<file path="config.mk">
export PLATFORM = sky130hd
export DESIGN_NAME = emt_front
export DESIGN_NICKNAME = d
export VERILOG_FILES = /design/src/hw/rtl/extent_map_translator_defines.svh /design/src/hw/rtl/emt_pkg.sv /design/src/hw/rtl/emt_front.sv
export SDC_FILE = /design/constraint.sdc
export NUM_CORES = 1
export LEC_CHECK = 0
export BUFFER_PORTS_ARGS = -buffer_cell sky130_fd_sc_hd__buf_2
export CAP_MARGIN = 10
export CORE_ASPECT_RATIO = 1.1
export CORE_MARGIN = 5
export CORE_UTILIZATION = 45
export DETAILED_ROUTE_END_ITERATION = 10
export PLACE_DENSITY = 0.73
export SYNTH_ARGS = -nofsm -noshare
export SYNTH_HDL_FRONTEND = slang
export SYNTH_SLANG_ARGS = --single-unit
</file>
<file path="constraint.sdc">
create_clock -name clk -period 8.6 [get_ports clk]
set_input_delay 2.58 -clock clk [delete_from_list [all_inputs] [get_ports clk]]
set_output_delay 2.58 -clock clk [all_outputs]
set_load 0.03 [all_outputs]
</file>
<file path="src/hw/rtl/extent_map_translator_defines.svh">
// assertion macros for the extent map translator
`ifndef EXTENT_MAP_TRANSLATOR_DEFINES_SVH
`define EXTENT_MAP_TRANSLATOR_DEFINES_SVH
// implication checked on every rising clock edge out of reset
`define EMT_ASSERT_IMP(label, ante, cons) \
	label: assert property (@(posedge clk) disable iff (!arst_n) (ante) |-> (cons)) \
		else $error("assertion failed");
// implication whose consequent is checked in the cycle after the antecedent
`define EMT_ASSERT_NEXT(label, ante, cons) \
	label: assert property (@(posedge clk) disable iff (!arst_n) (ante) |=> (cons)) \
		else $error("assertion failed");
`endif

</file>
<file path="src/hw/rtl/emt_pkg.sv">
// shared types and constants of the extent map translator
package emt_pkg;
	localparam logic [2:0] ST_MAPPED   = 3'd0;
	localparam logic [2:0] ST_HOLE     = 3'd1;
	localparam logic [2:0] ST_PAST_END = 3'd2;
	localparam logic [2:0] ST_APPENDED = 3'd3;
	localparam logic [2:0] ST_FULL     = 3'd4;
	localparam logic [1:0] REG_BLOCK_LOG = 2'd0;
	localparam logic [1:0] REG_GROUP_LOG = 2'd1;
	localparam logic [1:0] REG_GROUP_BLK = 2'd2;
	localparam int SECTOR_LOG = 9;

	typedef struct packed {
		logic        lookup;
		logic        first;
		logic [53:0] off;
		logic [51:0] start;
		logic [20:0] len;
		logic [53:0] key;
	} cmd_t;

	typedef enum logic [2:0] {
		BK_IDLE, BK_RD, BK_CMP, BK_MUL, BK_OUT
	} bk_state_t;
endpackage

</file>
<file path="src/hw/rtl/emt_front.sv">
// front: accepts items, unpacks records, queues commands
module emt_front (
	input  logic              clk,
	input  logic              arst_n,
	input  logic              valid,
	output logic              stall,
	input  logic              op,
	input  logic              first_record,
	input  logic [31:0]       rec_word0,
	input  logic [31:0]       rec_word1,
	input  logic [31:0]       rec_word2,
	input  logic [31:0]       rec_word3,
	input  logic [53:0]       file_block,
	output logic              q_valid,
	output emt_pkg::cmd_t     q_cmd,
	input  logic              q_pop
);
	import emt_pkg::*;
	cmd_t     fifo_q [2];
	logic     wp_q, rp_q;
	logic [1:0] cnt_q;
	logic     push;
	cmd_t     c;

	assign stall = (cnt_q == 2'd2);
	assign push = valid && !stall;
	assign q_valid = (cnt_q != 2'd0);
	assign q_cmd = fifo_q[rp_q];

	always_comb begin
		c.lookup = op;
		c.first  = first_record;
		c.off    = {rec_word0[30:0], rec_word1[31:9]};
		c.start  = {rec_word1[8:0], rec_word2, rec_word3[31:21]};
		c.len    = rec_word3[20:0];
		c.key    = file_block;
	end

	always_ff @(posedge clk) begin
		if (push) begin
			fifo_q[wp_q] <= c;
		end
	end

	always_ff @(posedge clk or negedge arst_n) begin
		if (!arst_n) begin
			wp_q <= 1'b0;
			rp_q <= 1'b0;
			cnt_q <= 2'd0;
		end else begin
			if (push) begin
				wp_q <= ~wp_q;
			end
			if (q_pop) begin
				rp_q <= ~rp_q;
			end
			cnt_q <= cnt_q + {1'b0, push} - {1'b0, q_pop};
		end
	end
endmodule

</file>
[After elaboration in Yosys (flattened, before gate mapping)]
Memory sizes are Yosys's and may differ from the RTL's.
Cells that the tools add are included.
Word-level totals
  bits of input ports: 188
  flip-flop bits (word level): 4
  memories kept: 1
  memory bits (writable): 366
  output and inout port bits: 185
Memories
  fifo_q: words 2, bits a word 183, rd ports 1, clocked after Yosys merged registers in 0, wr ports 1, RTL line emt_front.sv:19  | cmd_t fifo_q [2];
Operators by class
  bitwise operators: 2
  add/sub/neg operators: 2
  equal/unequal tests: 1
  muxes and demuxes: 2
  reduce and logical (&&, ||, !) cells: 3
Operators with widths (count)
  adder 2 x 1 -> 2 bit: 1
  equality test 2 bit (second input constant): 1
  2-to-1 mux 1 bit: 2
  inverter 1 bit: 2
  nonzero test 2 bit: 1
  subtractor 2 x 1 -> 2 bit: 1
  logical AND 1 bit: 1
  zero test 1 bit: 1

[Longest topological paths before layout]
Gate-level depths: netlist (run 1).
  depth after elaboration: 5
  mapped depth: 7

[Worst setup path after synthesis (run 1)]
Ideal clock, no wire load.
  kind: input -> register
  start: in valid
  end: mem fifo_q[0][0] (netlist name), enable pin
  arrival: 10.263 ns
  path slack: -2.392 ns
  cell stages on the path: 2
  path through: nand2_1 nor2_1
On the way
  cells in the longest elaborated chain, start to end: 3
Ends and longest elaborated chain
  start: declaration: RTL line emt_front.sv:5  | input logic valid,
  logical AND 1 bit: RTL line emt_front.sv:26  | assign push = valid && !stall;
  2-to-1 mux 1 bit: RTL line emt_front.sv:40  | if (push) begin
  2-to-1 mux 1 bit (not written as such): RTL line emt_front.sv:41  | fifo_q[wp_q] <= c;
  end: declaration: RTL line emt_front.sv:19
No other way between the ends.

==> out/metrics.cfg, run 1 <==
[status]
status = finished, final reports clean

[global_route]
grt_usage = 0.156
antenna_found_initial = 7
grt_pass1_vias = 7402
grt_pass1_wl_um = 40700
grt_max_degree = 106
grt.overflow.total = 0

[layout]
nNetsFinal = 1173
n_fill_cell = 2250
final_util = 0.572
layout_commonest_cell = buf_2
area_delta_synth_final_pct = 25.8
final_cell_mix = buf_2 (371), edfxtp_1 (366), mux2_2 (183), clkbuf_16 (41), clkbuf_1 (8)
layout-drive-gt1-share = 0.612

[sta]
maxSlewViolCount = 0
setup_violations = 0
finalCritPeriodShare = 0.648
fmax_mhz = 180
worst_pin_slew_ns = 1.04
rsz0062_at_grt = no
setup-tns-final_ns = 0
hold_viol = 0
slew_headroom = 0.304
period_needed_ns = 5.57
skew_ns = 0.0235

[detailed_routing]
wirelength_um = 27300
drc = 0
ant_nets = 0
first_pass_iters = 4
drtIter0Drc = 352
vias_per_cell = 4.94
wl_per_cell_um = 19.7
vias = 6860

[clock_network]
cts_resized = 0
cts_setup_buffers = 0
cts_hold_buffers = 0
clockRootBuffer = clkbuf_16
clock_latency_ns = 0.51
cts.sink_count = 370
htree_levels = 2
cts_buffers = 38
clockBufferDepth = 3
cts_tree = done
clk_pin_slew_ns = 0.06

[floorplan]
start_util = 0.455
coreArea_um2 = 29500
dieArea_um2 = 33400
io_pins = 373
placementRows = 66
die_height_um = 191
die_x_um = 175

[place]
gp_congestion = 0.738
numPortBuffers = 371
place.detailed.hpwl_um = 18200

[synth]
syn-cell-area_um2 = 13400
yosysUniqueCellTypes = 15
syn_avg_cell_area_um2 = 22.9
synth_top_area_share = 0.819
synth.yosys.seq_area_share = 0.827
synth_seq_cells = 370
ys_warn_count = 0
netlist_instances = 586
syn-num-nets = 776
yosys.area.top_type = edfxtp_1
synthTopCellsByArea = edfxtp_1 (82%), mux2_2 (15%), dfrtp_1 (0.75%), buf_4 (0.67%), buf_6 (0.50%)

[setup_path]
end_kind = output pin
r2r_end = fifo_q[1][69]$_DFFE_PP_
r2r_cells = 3
critPathMaxFanout = 77
crit_path_start_kind = flop
arrival_ns = 2.99
criticalPathCategory = flop to output pin
timing.rr.start = cnt_q[1]$_DFF_PN0_
worstPathRequired_ns = 6.02
r2r_slack_ns = 6.06

[min_path]
hold-path-cell-count = 1
min_to = cnt_q[0]$_DFF_PN0_
worstHoldStart = cnt_q[0]$_DFF_PN0_
hp-class = flop to flop

[pwr]
peakVddDrop_v = 0.000205
power_uw = 6400
powerDensity_nw_per_um2 = 379
p_leak_uw = 0.00630

[run]
max-cap-violations = 0

==> synth_stat cells <==
cell type  number
inv_1           2
buf_2           2
xnor2_1         3
buf_4          12
edfxtp_1      366
xor2_1          1
or2_2           1
dfrtp_1         4
ha_1            2
nor2_1          1
nand2b_1        1
mux2_2        183
buf_6           6
and3_1          1
nand2_1         1
==> layout make-up <==
cell class / instances / area, um2 / share of cell area
sequential: 370 / 11100 / 0.657
clock inverter: 15 / 154 / 0.00912
tap: 374 / 468 / 0.0277
clock buffer: 49 / 1060 / 0.0626
timing repair buffer: 377 / 1910 / 0.113
antenna: 8 / 20.0 / 0.00119
inverter: 2 / 7.51 / 0.000445
multi-input combinational: 194 / 2160 / 0.128
==> how the worst max path moves through the flow <==
| stage | slack (ns) | from | end | depth (start not counted) |
|---|---|---|---|---|
| 2_1_floorplan | 0.70 | valid | fifo_q[0][0]$_DFFE_PP_ | 2 |
| 3_3_place_gp | 3.48 | rp_q$_DFFE_PN0P_ | q_cmd[143] | 3 |
| 3_5_place_dp | 3.49 | rp_q$_DFFE_PN0P_ | q_cmd[143] | 3 |
| 4_1_cts | 2.95 | rp_q$_DFFE_PN0P_ | q_cmd[143] | 3 |
| 5_1_grt | 2.87 | rp_q$_DFFE_PN0P_ | q_cmd[130] | 3 |
| 6_report | 3.03 | rp_q$_DFFE_PN0P_ | q_cmd[69] | 3 |
==> where the power goes <==
part | internal (uW) | leakage [uW] | switching [uW]
Sequential | 2470 | 0.00344 | 128
Combinational | 727 | 0.00226 | 1490
Clock | 954 | 0.000588 | 629
==> through the flow <==
stage | cell area, um2 | cells | hold slack, ns | worst slack, ns
final | 16900 | 1389 | 0.533 | 3.03
after global routing | 16900 | 1388 | 0.548 | 2.87
after CTS | 16900 | 1381 | 0.542 | 2.95
after detailed placement | 15600 | 1317 | 0.526 | 3.49
after global placement | 15600 | 1317 | 0.497 | 3.48
after floorplan | 13400 | 586 | 0.478 | 0.705
==> routing by layer <==
layer	GRT usage	wire length (um)	up-vias
met5	0	0	-
li1	-	-	3146
met3	0.0530	2370	54
met1	0.170	9750	3378
met2	0.283	14400	282
met4	0.0580	818	0
==> state kept, by name, indices dropped and copies added (netlist names) <==
register  flops
rp_q          1
fifo_q      366
wp_q          1
cnt_q         2
==> logic make-up after synthesis <==
kind of cell	after synthesis	synth area share
flip-flops	370	0.827
multiplexers	183	0.154
buffers and inverters	22	0.0131
AND/OR/NAND/NOR	5	0.00196
XOR/XNOR	4	0.00261
adder cells (fa/ha/maj)	2	0.00187
==> worst max-delay path, stage by stage (launching register included) <==
cell and delay (ns):
dfrtp_4 0.88, buf_4 0.86, mux2_2 0.43, buf_2 0.18
Note: power is estimated with default switching activity, not from simulation.
==> run 2, diff against run 1 <==
--- a/config.mk
+++ b/config.mk
@@ -11,7 +11,7 @@
 export CORE_MARGIN = 5
 export CORE_UTILIZATION = 45
 export DETAILED_ROUTE_END_ITERATION = 10
-export PLACE_DENSITY = 0.73
+export PLACE_DENSITY = 0.7
 export SYNTH_ARGS = -nofsm -noshare
 export SYNTH_HDL_FRONTEND = slang
 export SYNTH_SLANG_ARGS = --single-unit
==> constraint.sdc (replaced) <==
create_clock -name clk -period 5.42 [get_ports clk]
set_input_delay 1.626 -clock clk [delete_from_list [all_inputs] [get_ports clk]]
set_output_delay 1.626 -clock clk [all_outputs]
set_load 0.03 [all_outputs]
==> run 2 against run 1 <==
  * Register-to-register slack got worse by 2.5 ns
  * Largest power group unchanged
  * Sequential cell count unchanged
  * Utilization increased by 0.20 points
  * Combinational power increased by 60%
  * Non-clock buffer count unchanged
  * Critical endpoint is now q_cmd[169]
==> out/metrics.cfg, run 2 (synthesized netlist as in run 1, its figures left out) <==
[clock_network]
clk_pin_slew_ns = 0.05  ; about the same
cts_hold_buffers = 0  ; unchanged
clockRootBuffer = clkbuf_16
clockBufferDepth = 3  ; unchanged
cts_resized = 0  ; unchanged
cts.sink_count = 370  ; unchanged
cts_buffers = 38  ; unchanged
htree_levels = 2  ; unchanged
cts_setup_buffers = 0  ; unchanged
cts_tree = done
clock_latency_ns = 0.51  ; about the same

[floorplan]
die_x_um = 175  ; unchanged
coreArea_um2 = 29500  ; unchanged
placementRows = 66  ; unchanged
io_pins = 373  ; unchanged
die_height_um = 191  ; unchanged
start_util = 0.455  ; unchanged
dieArea_um2 = 33400  ; unchanged

[setup_path]
r2r_slack_ns = 3.60  ; -2.46 ns
arrival_ns = 2.37  ; -0.62 ns
cp_cell_sequence = buf_12 -> mux2_2 -> buf_2
crit_path_start_kind = flop
critPathMaxFanout = 76  ; -1.3%
end_kind = output pin
slowest_stage = dfrtp_4
worstPathRequired_ns = 3.79  ; -2.23 ns
criticalPathCategory = flop to output pin
worst_path_largest_cell_delay_ns = 0.76  ; -0.12 ns

[status]
status = finished, final reports clean

[global_route]
grt.overflow.total = 0  ; unchanged
antenna_found_initial = 9  ; +2
grt_pass1_vias = 7393  ; -0.12%
grt_usage = 0.155  ; -0.00130
grt_pass1_wl_um = 40200  ; -1.1%
grt_max_degree = 109  ; +2.8%

[detailed_routing]
vias = 6809  ; -0.74%
first_pass_iters = 4  ; unchanged
wl_per_cell_um = 19.4  ; -1.3%
drtIter0Drc = 365  ; +3.7%
drc = 0  ; unchanged
vias_per_cell = 4.91  ; -0.60%
ant_nets = 0  ; unchanged
wirelength_um = 26900  ; -1.5%

[layout]
nNetsFinal = 1173  ; unchanged
final_cell_mix = buf_2 (371), edfxtp_1 (366), mux2_2 (183), clkbuf_16 (41), clkinv_1 (8)
layout-drive-gt1-share = 0.611  ; -0.00121
largest-register = fifo_q
top_regs = fifo_q x366, cnt_q x2
largest_reg_flops = 366  ; unchanged
layout_commonest_cell = buf_2
area_delta_synth_final_pct = 26.2

[sta]
slew_headroom = 0.505  ; +0.201
rsz0062_at_grt = no
period_needed_ns = 4.00
worst_pin_slew_ns = 0.742  ; -0.301 ns
fmax_mhz = 250
maxSlewViolCount = 0  ; unchanged
finalWorstSetupSlack_ns = 1.42  ; -1.61 ns
finalCritPeriodShare = 0.738
skew_ns = 0.0128  ; -0.0107 ns
hold-worst-slack_ns = 0.521  ; -0.0114 ns
setup_violations = 0  ; unchanged
setup-tns-final_ns = 0  ; unchanged
hold_viol = 0  ; unchanged

[place]
gp_congestion = 0.753  ; +2.1%
numPortBuffers = 371  ; unchanged
place_ws_ns = 1.95  ; -1.54 ns
place.detailed.hpwl_um = 18000  ; -1.2%

[pwr]
peakVddDrop_v = 0.000368  ; +80%
p_leak_uw = 0.00632  ; +0.42%
powerDensity_nw_per_um2 = 599  ; +58%

[run]
max-cap-violations = 0  ; unchanged

[min_path]
hp-class = flop to flop

## run 2: area by class of cell
cell class / count / area, um2
Tap cell: 374 / 468
Multi-Input combinational cell: 194 / 2160
Sequential cell: 370 / 11100
Clock inverter: 16 / 126
Inverter: 2 / 7.51
Antenna cell: 4 / 10.0
Timing Repair Buffer: 377 / 1980
Fill cell: 2291 / 12500
Clock buffer: 50 / 1090
## run 2: metal layers
metal | track usage | vias up | share of wire | wire length, um
met5 | 0 | - | 0.0010 | 27
met3 | 0.0595 | 64 | 0.093 | 2500
li1 | - | 3138 | - | -
met4 | 0.0586 | 4 | 0.033 | 898
met1 | 0.170 | 3334 | 0.35 | 9480
met2 | 0.274 | 269 | 0.52 | 14000
## run 2: worst paths after layout
| check | start | endpoint | depth (start not counted) |
|---|---|---|---|
| min in group asynchronous | arst_n | wp_q$_DFFE_PN0P_ | 1 |
| max reg2reg | cnt_q[1]$_DFF_PN0_ | fifo_q[0][152]$_DFFE_PP_ | 4 |
| max | rp_q$_DFFE_PN0P_ | q_cmd[169] | 3 |
| max in group asynchronous | arst_n | rp_q$_DFFE_PN0P_ | 1 |
| min | cnt_q[0]$_DFF_PN0_ | cnt_q[0]$_DFF_PN0_ | 1 |
| min reg2reg | cnt_q[0]$_DFF_PN0_ | cnt_q[0]$_DFF_PN0_ | 1 |
## run 2: worst max-delay path: cells and delay by family, from the launching register on
| kind | cells | cell delay (ns) |
|---|---|---|
| flip-flops | 1 | 0.76 |
| multiplexers | 1 | 0.40 |
| buffers and inverters | 2 | 0.63 |
## run 2: stage by stage
step	power [uW]	util	instance area [um2]	instances
finish	10100	0.574	16900	1387
global route	10600	0.574	16900	1387
global placement	7720	0.533	15700	1317
floorplan	6800	-	13400	586
detailed placement	7770	0.533	15700	1317
CTS	10300	0.574	16900	1383
## run 2: where the power goes
group,leakage (uW),switching (uW),internal [uW]
Clock,0.000595,986,1500
Sequential,0.00344,178,3910
Combinational,0.00228,2380,1190
Total,0.00632,3540,6600
